===== src/design/scgu_pkg.sv =====
`timescale 1ns / 1ps
// ----------------------------------------------------------------------------
// scgu_pkg
// Shared types, codes and helpers of the sparse constraint gap update block.
// ----------------------------------------------------------------------------
package scgu_pkg;

  // Default sizes
  localparam int NUM_VARS_DEF  = 1024;
  localparam int NUM_CONS_DEF  = 1024;
  localparam int MAX_TERMS_DEF = 16;

  // Port widths
  localparam int IN_DATA_W  = 184;
  localparam int OUT_DATA_W = 152;
  localparam int USER_W     = 2;
  localparam int CFG_W      = 16;
  localparam int TOTAL_W    = 11;
  localparam int CIDX_W     = 10;

  // Configuration register indexes
  localparam logic CFG_TABU_BASE = 1'b0;
  localparam logic CFG_TABU_VAR  = 1'b1;

  localparam logic [63:0] SAT_MAX = 64'h7FFF_FFFF_FFFF_FFFF;
  localparam logic [63:0] SAT_MIN = 64'h8000_0000_0000_0000;

  typedef enum logic [1:0] {
    FN_LOAD_TERM = 2'd0,
    FN_SET_GAP   = 2'd1,
    FN_MOVE      = 2'd2,
    FN_SET_VALUE = 2'd3
  } func_e;

  typedef enum logic [1:0] {
    KIND_FLIP      = 2'd0,
    KIND_MOVE_DONE = 2'd1,
    KIND_ACK       = 2'd2
  } kind_e;

  typedef enum logic [3:0] {
    ST_CLEAR,
    ST_IDLE,
    ST_GAP_SET,
    ST_VAR_UPD,
    ST_T_ADDR,
    ST_T_CON,
    ST_T_MUL,
    ST_T_SUM,
    ST_T_NEG,
    ST_T_APPLY,
    ST_TABU,
    ST_FLIPS,
    ST_DONE,
    ST_ACK
  } state_e;

  typedef enum logic [3:0] {
    OP_NONE,
    OP_CLEAR,
    OP_TAKE,
    OP_GAP_SET,
    OP_VAR_UPD,
    OP_TERM_RD,
    OP_GAP_RD,
    OP_MUL,
    OP_SUM,
    OP_NEG,
    OP_APPLY,
    OP_TABU,
    OP_EMIT_FLIP,
    OP_EMIT_DONE,
    OP_EMIT_ACK
  } op_e;

  // Controller to datapath
  typedef struct packed {
    op_e op;
  } cmd_t;

  // Datapath to controller
  typedef struct packed {
    func_e func;
    logic  v_ok;
    logic  c_ok;
    logic  clr_last;
    logic  cnt_zero;
    logic  term_last;
    logic  mod_done;
    logic  q_empty;
    logic  q_one;
    logic  out_free;
  } status_t;

  // A constraint is satisfied when its gap is zero or negative
  function automatic logic is_sat(input logic [63:0] g);
    return g[63] || (g == 64'd0);
  endfunction

endpackage


===== src/design/scgu_ctrl.sv =====
`timescale 1ns / 1ps
// ----------------------------------------------------------------------------
// scgu_ctrl
// Sequencer: clearing sweep, item decode, term walk and result emission.
// ----------------------------------------------------------------------------
module scgu_ctrl
  import scgu_pkg::*;
(
  input  logic    clk_i,
  input  logic    rst_ni,
  input  logic    s_axis_tvalid,
  output logic    s_axis_tready,
  input  status_t status_i,
  output cmd_t    cmd_o
);

  state_e state_q, state_d;

  always_ff @(posedge clk_i or negedge rst_ni) begin
    if (!rst_ni) begin
      state_q <= ST_CLEAR;
    end else begin
      state_q <= state_d;
    end
  end

  // Next state
  always_comb begin
    state_d = state_q;
    case (state_q)
      ST_CLEAR:   if (status_i.clr_last) state_d = ST_IDLE;
      ST_IDLE: begin
        if (s_axis_tvalid) begin
          case (status_i.func)
            FN_SET_GAP: state_d = status_i.c_ok ? ST_GAP_SET : ST_ACK;
            FN_MOVE:    state_d = status_i.v_ok ? ST_VAR_UPD : ST_DONE;
            default:    state_d = ST_ACK;
          endcase
        end
      end
      ST_GAP_SET: state_d = ST_ACK;
      ST_VAR_UPD: state_d = status_i.cnt_zero ? ST_TABU : ST_T_ADDR;
      ST_T_ADDR:  state_d = ST_T_CON;
      ST_T_CON:   state_d = ST_T_MUL;
      ST_T_MUL:   state_d = ST_T_SUM;
      ST_T_SUM:   state_d = ST_T_NEG;
      ST_T_NEG:   state_d = ST_T_APPLY;
      ST_T_APPLY: state_d = status_i.term_last ? ST_TABU : ST_T_ADDR;
      ST_TABU: begin
        if (status_i.mod_done) state_d = status_i.q_empty ? ST_DONE : ST_FLIPS;
      end
      ST_FLIPS:   if (status_i.out_free && status_i.q_one) state_d = ST_DONE;
      ST_DONE:    if (status_i.out_free) state_d = ST_IDLE;
      ST_ACK:     if (status_i.out_free) state_d = ST_IDLE;
      default:    state_d = ST_CLEAR;
    endcase
  end

  // Commands
  always_comb begin
    cmd_o.op      = OP_NONE;
    s_axis_tready = 1'b0;
    case (state_q)
      ST_CLEAR:   cmd_o.op = OP_CLEAR;
      ST_IDLE: begin
        s_axis_tready = 1'b1;
        if (s_axis_tvalid) cmd_o.op = OP_TAKE;
      end
      ST_GAP_SET: cmd_o.op = OP_GAP_SET;
      ST_VAR_UPD: cmd_o.op = OP_VAR_UPD;
      ST_T_ADDR:  cmd_o.op = OP_TERM_RD;
      ST_T_CON:   cmd_o.op = OP_GAP_RD;
      ST_T_MUL:   cmd_o.op = OP_MUL;
      ST_T_SUM:   cmd_o.op = OP_SUM;
      ST_T_NEG:   cmd_o.op = OP_NEG;
      ST_T_APPLY: cmd_o.op = OP_APPLY;
      ST_TABU:    if (status_i.mod_done) cmd_o.op = OP_TABU;
      ST_FLIPS:   if (status_i.out_free) cmd_o.op = OP_EMIT_FLIP;
      ST_DONE:    if (status_i.out_free) cmd_o.op = OP_EMIT_DONE;
      ST_ACK:     if (status_i.out_free) cmd_o.op = OP_EMIT_ACK;
      default:    cmd_o.op = OP_NONE;
    endcase
  end

endmodule


===== config.mk =====
export PLATFORM = sky130hd
export DESIGN_NAME = scgu_ctrl
export DESIGN_NICKNAME = d
export VERILOG_FILES = /design/src/design/scgu_pkg.sv /design/src/design/scgu_ctrl.sv
export SDC_FILE = /design/constraint.sdc
export NUM_CORES = 1
export LEC_CHECK = 0
export BUFFER_PORTS_ARGS = -buffer_cell sky130_fd_sc_hd__buf_2
export CORE_MARGIN = 2
export CORE_UTILIZATION = 50
export CTS_CLUSTER_SIZE = 16
export DETAILED_ROUTE_END_ITERATION = 7
export PLACE_DENSITY = 0.77
export SETUP_SLACK_MARGIN = 0.02
export SYNTH_ARGS = -nofsm -noshare
export SYNTH_HDL_FRONTEND = slang
export SYNTH_SLANG_ARGS = --single-unit

===== constraint.sdc =====
create_clock -name clk_i -period 2 [get_ports clk_i]
set_input_delay 0 -clock clk_i [delete_from_list [all_inputs] [get_ports clk_i]]
set_output_delay 0 -clock clk_i [all_outputs]
set_load 0.005 [all_outputs]

---- Yosys cells after proc, flatten, opt, wreduce, memory -nomap -nowiden ----
Index checks and enable logic that the tools add are counted.
cells by class
  reduce and logical (&&, ||, !) cells .... 4
  eq/ne operators ......................... 20
  mux-type cells .......................... 19
operators by type and width
  operator                                                                number
  4-bit case mux with 14 select lines                                     1
  4-bit two-way mux                                                       13
  4-bit case mux with 13 select lines                                     1
  4-bit equality test (second input constant)                             6
  4-bit by 3-bit equality test with 1-bit output (second input constant)  4
  4-bit by 2-bit equality test with 1-bit output (second input constant)  2
  2-bit != test (second input constant)                                   4
  4-bit case mux with 2 select lines                                      1
  5-bit AND reduction                                                     1
  4-bit by 1-bit equality test with 1-bit output (second input constant)  1
  4-bit logical NOT                                                       1
  3-bit two-way mux                                                       1
  2-bit by 1-bit equality test with 1-bit output (second input constant)  1
  2-bit equality test (second input constant)                             1
  2-bit two-way mux                                                       1
  2-bit by 1-bit != test with 1-bit output (second input constant)        1
  2-bit OR reduction                                                      1
  1-bit logical AND                                                       1
  1-bit two-way mux                                                       1
storage, ports and cells
  word-level logic and storage cells ...... 44
  input bits .............................. 14
  register bits after elaboration ......... 4

---- Longest topological paths before layout ----
  depth in word-level cells ............... 4
  gate-level depth with buffers ........... 6

---- Worst setup path after synthesis ----
Ideal clock, no wire load.
  path kind ............................... flip-flop to flip-flop
  start ................................... reg state_q[3]
  end ..................................... reg state_q[2]
  path slack .............................. 538 ps
  arrival time ............................ 1328 ps
  buffers on the path ..................... 1
  stages on the path, launching flop included .. 6
  period minus slack after synthesis ...... 1462 ps
  path through ............................ dfrtp_1 > buf_6 > or3_1 > a211oi_2 > a311o_1 > a32oi_1
on the way
  longest elaborated chain between the ends .. 4
  elaborated cells between the ends (all ways) .. 22
  classes of those cells .................. eq/ne: 18; mux: 1; reduce/logical: 3
RTL lines
  element                                             RTL line         text
  start: declaration                                  scgu_ctrl.sv:17  state_e state_q, state_d;
  start signal: assignment                            scgu_ctrl.sv:23  state_q <= state_d;
  4-bit equality test                                 scgu_ctrl.sv:30  case (state_q)
  2-bit OR reduction (no line)                        --
  2-bit by 1-bit != test with 1-bit output (no line)  --
  5-bit AND reduction (no line)                       --
Several ways; a longest one is shown, not always the timed one.
A chain may end at the register's enable or synchronous reset.

---- Worst setup path in the final report ----
Ends and elaborated chain as after synthesis.

==> flow_summary.yaml <==
layout:
  drive_above_1_share_pct: 26.8
  multi_input_area_um2: 508
  reg_top3: "state_q: 4 flops"
  antennaDiodeCount: 0
  area_growth_pct: 19.9
  regArea_um2: 100
  fillCellCount: 125
  stdcell_count: 127
  fin_nets: 130
  utilization_pct: 62.7
  largest-register: "state_q"
  largest_reg_flops: 4
run_status:
  status: "completed"
logic_synthesis:
  ys_warn_count: 0
  yosys.cell_count.top_type: "nand2_1"
  ys_ff_latch: 4
  postSynthAreaPerCell_um2: 7.22
  synth_top_cell_area_share_pct: 14.9
  synth_nets: 109
  synth_area_um2: 672
  synthCells: 93
  synth_commonest_cells: "nand2_1 (9), buf_2 (6), nand2b_1 (6), o21ai_0 (6), a21oi_1 (5)"
  async_flop_share_pct: 100
  yosysTopAreaCell: "dfrtp_1"
  synth-edff-count: 0
  synth_area_leaders: "dfrtp_1 (15%), nand2b_1 (5.6%), nand2_1 (5.0%)"
  ys.flop_type: "dfrtp_1"
  synth_cell_types: 40
  yosysSeqAreaShare_pct: 14.9
placed_design:
  post-place-cells: 123
  place_congestion: 0.803
  place_hpwl_um: 1350
  pre_cts_ws_ns: 0.375
  port_buffers: 18
global_route:
  grt_overflow: 0
  grt_max_degree: 24
  gr-usage-all-layers_pct: 22.9
  antenna_found_initial: 0
  grt_first_pass_wirelength_um: 2520
  grt_pass1_vias: 592
route:
  post-route-drc-count: 0
  drt_iter0_drc: 21
  vias_per_cell: 6.04
  drtPass1Iterations: 4
  wl_per_cell_um: 13.8
  route.vias.total: 767
  antenna_left: 0
  drt-total-wl_um: 1750
floorplanning:
  die_w_um: 40.7
  dieArea_mm2: 0.00165
  core_area_mm2: 0.00128
  rows: 13
  start_util_pct: 52.3
  die_y_um: 40.7
  io-pin-count: 19
timing:
  final.period_utilization_pct: 82.8
  worstMarginPinSlew_ns: 0.445
  setup_tns_ns: 0
  rsz0062_at_grt: "false"
  finalSetupViolCount: 0
  layout_min_cycle_time_ns: 1.66
  final-max-slew-violation-count: 0
  clock.fmax_mhz: 604
  skew_ns: 0.000674
  relSlewSlack_pct: 70.3
  finalHoldViolations: 0
  timing.final.ws_setup_ns: 0.343
pwr:
  ir_drop_mv: 0.531
  p_leak_nw: 0.365
  powerDensity_mw_per_mm2: 1410
clock_tree:
  cts_tree: "yes"
  clk_latency_ns: 0.23
  cts.repair.resized: 0
  cts_sinks: 4
  cts-root-buf: "clkbuf_4"
  clk_path_buf_depth: 2
  htree_levels: 1
  clk_pin_slew_ns: 0.04
  cts_made_buffers: 3
hold_path:
  min_path_type: "input port to async pin"
setup_path:
  critPathLaunchType: "flop"
  cp_data_arrival_time_ns: 1.75
  cp-end-kind: "flop"
  path_class: "flop to flop"
  critical_path_peak_fanout: 16
  required_ns: 2.09
flow_run:
  maxCapViolations: 0
-- critical path: stages (launching register included) --
cell and delay [ns]:
dfrtp_1 0.53, or3_1 0.42, a211oi_2 0.31, a311o_1 0.19, a32oi_1 0.07
-- through the flow --
step	hold slack (ns)	power, mW	instance area, um2
final	0.108	1.14	806
after global routing	0.124	1.25	806
after CTS	0.104	1.13	806
after detailed placement	-0.191	1.03	773
after global placement	-0.195	1.02	773
after floorplan	-0.296	0.822	672
-- routing by layer --
layer / vias up / global-route usage, % / wire, um
met5: - / 0 / 0
met4: 0 / 5.00 / 0
met3: 0 / 3.26 / 77
met2: 26 / 40.5 / 842
met1: 350 / 29.1 / 827
li1: 391 / - / -
-- where the power goes --
part	internal, mW	switching [mW]
Clock	0.0669	0.0296
Sequential	0.122	0.0946
Combinational	0.396	0.430
Total	0.585	0.554
-- cells by family after synthesis --
logic type / synth area share (%)
compound gates: 40.0
simple gates: 30.4
buf+inv: 9.50
flops: 14.9
fa+ha+maj: 3.72
mux: 1.49
-- cell usage in the layout, fill, tap and decap left out, drive strengths merged, types with 3 or more instances in the layout --
cell / netlist / final
o21ai: 10 / 10
nor2: 4 / 4
a21oi: 5 / 5
nand2: 9 / 9
nand2b: 6 / 6
buf: 7 / 23
clkbuf: 1 / 3
a21o: 3 / 3
nor2b: 3 / 3
dfrtp: 4 / 4
a211oi: 4 / 4
nand3b: 4 / 4
inv: 5 / 5
-- path summary, 6_finish.rpt --
kind | start | endpoint | slack [ns] | depth (start not counted)
max | state_q[3] | state_q[2] | 0.34 | 4
min | rst_ni | state_q[0] | 0.11 | 2
max reg2reg | state_q[3] | state_q[2] | 0.34 | 4
min reg2reg | state_q[3] | state_q[3] | 0.82 | 2
max in group asynchronous | rst_ni | state_q[2] | 1.77 | 2
min in group clk_i | status_i[0] | state_q[2] | 0.16 | 4
-- repair_timing --
item	in CTS	in global routing
hold endpoints to repair	4	0
buffers inserted	0	0
hold buffers	1	0
-- layout make-up --
| type | instances | share of cell area [%] |
|---|---|---|
| inverter | 5 | 2.33 |
| multi-input combinational | 76 | 63.0 |
| sequential | 4 | 12.4 |
| clock buffer | 3 | 2.80 |
| tap | 15 | 2.33 |
| timing repair buffer | 24 | 17.1 |
Power figures use the tool's default switching activity.
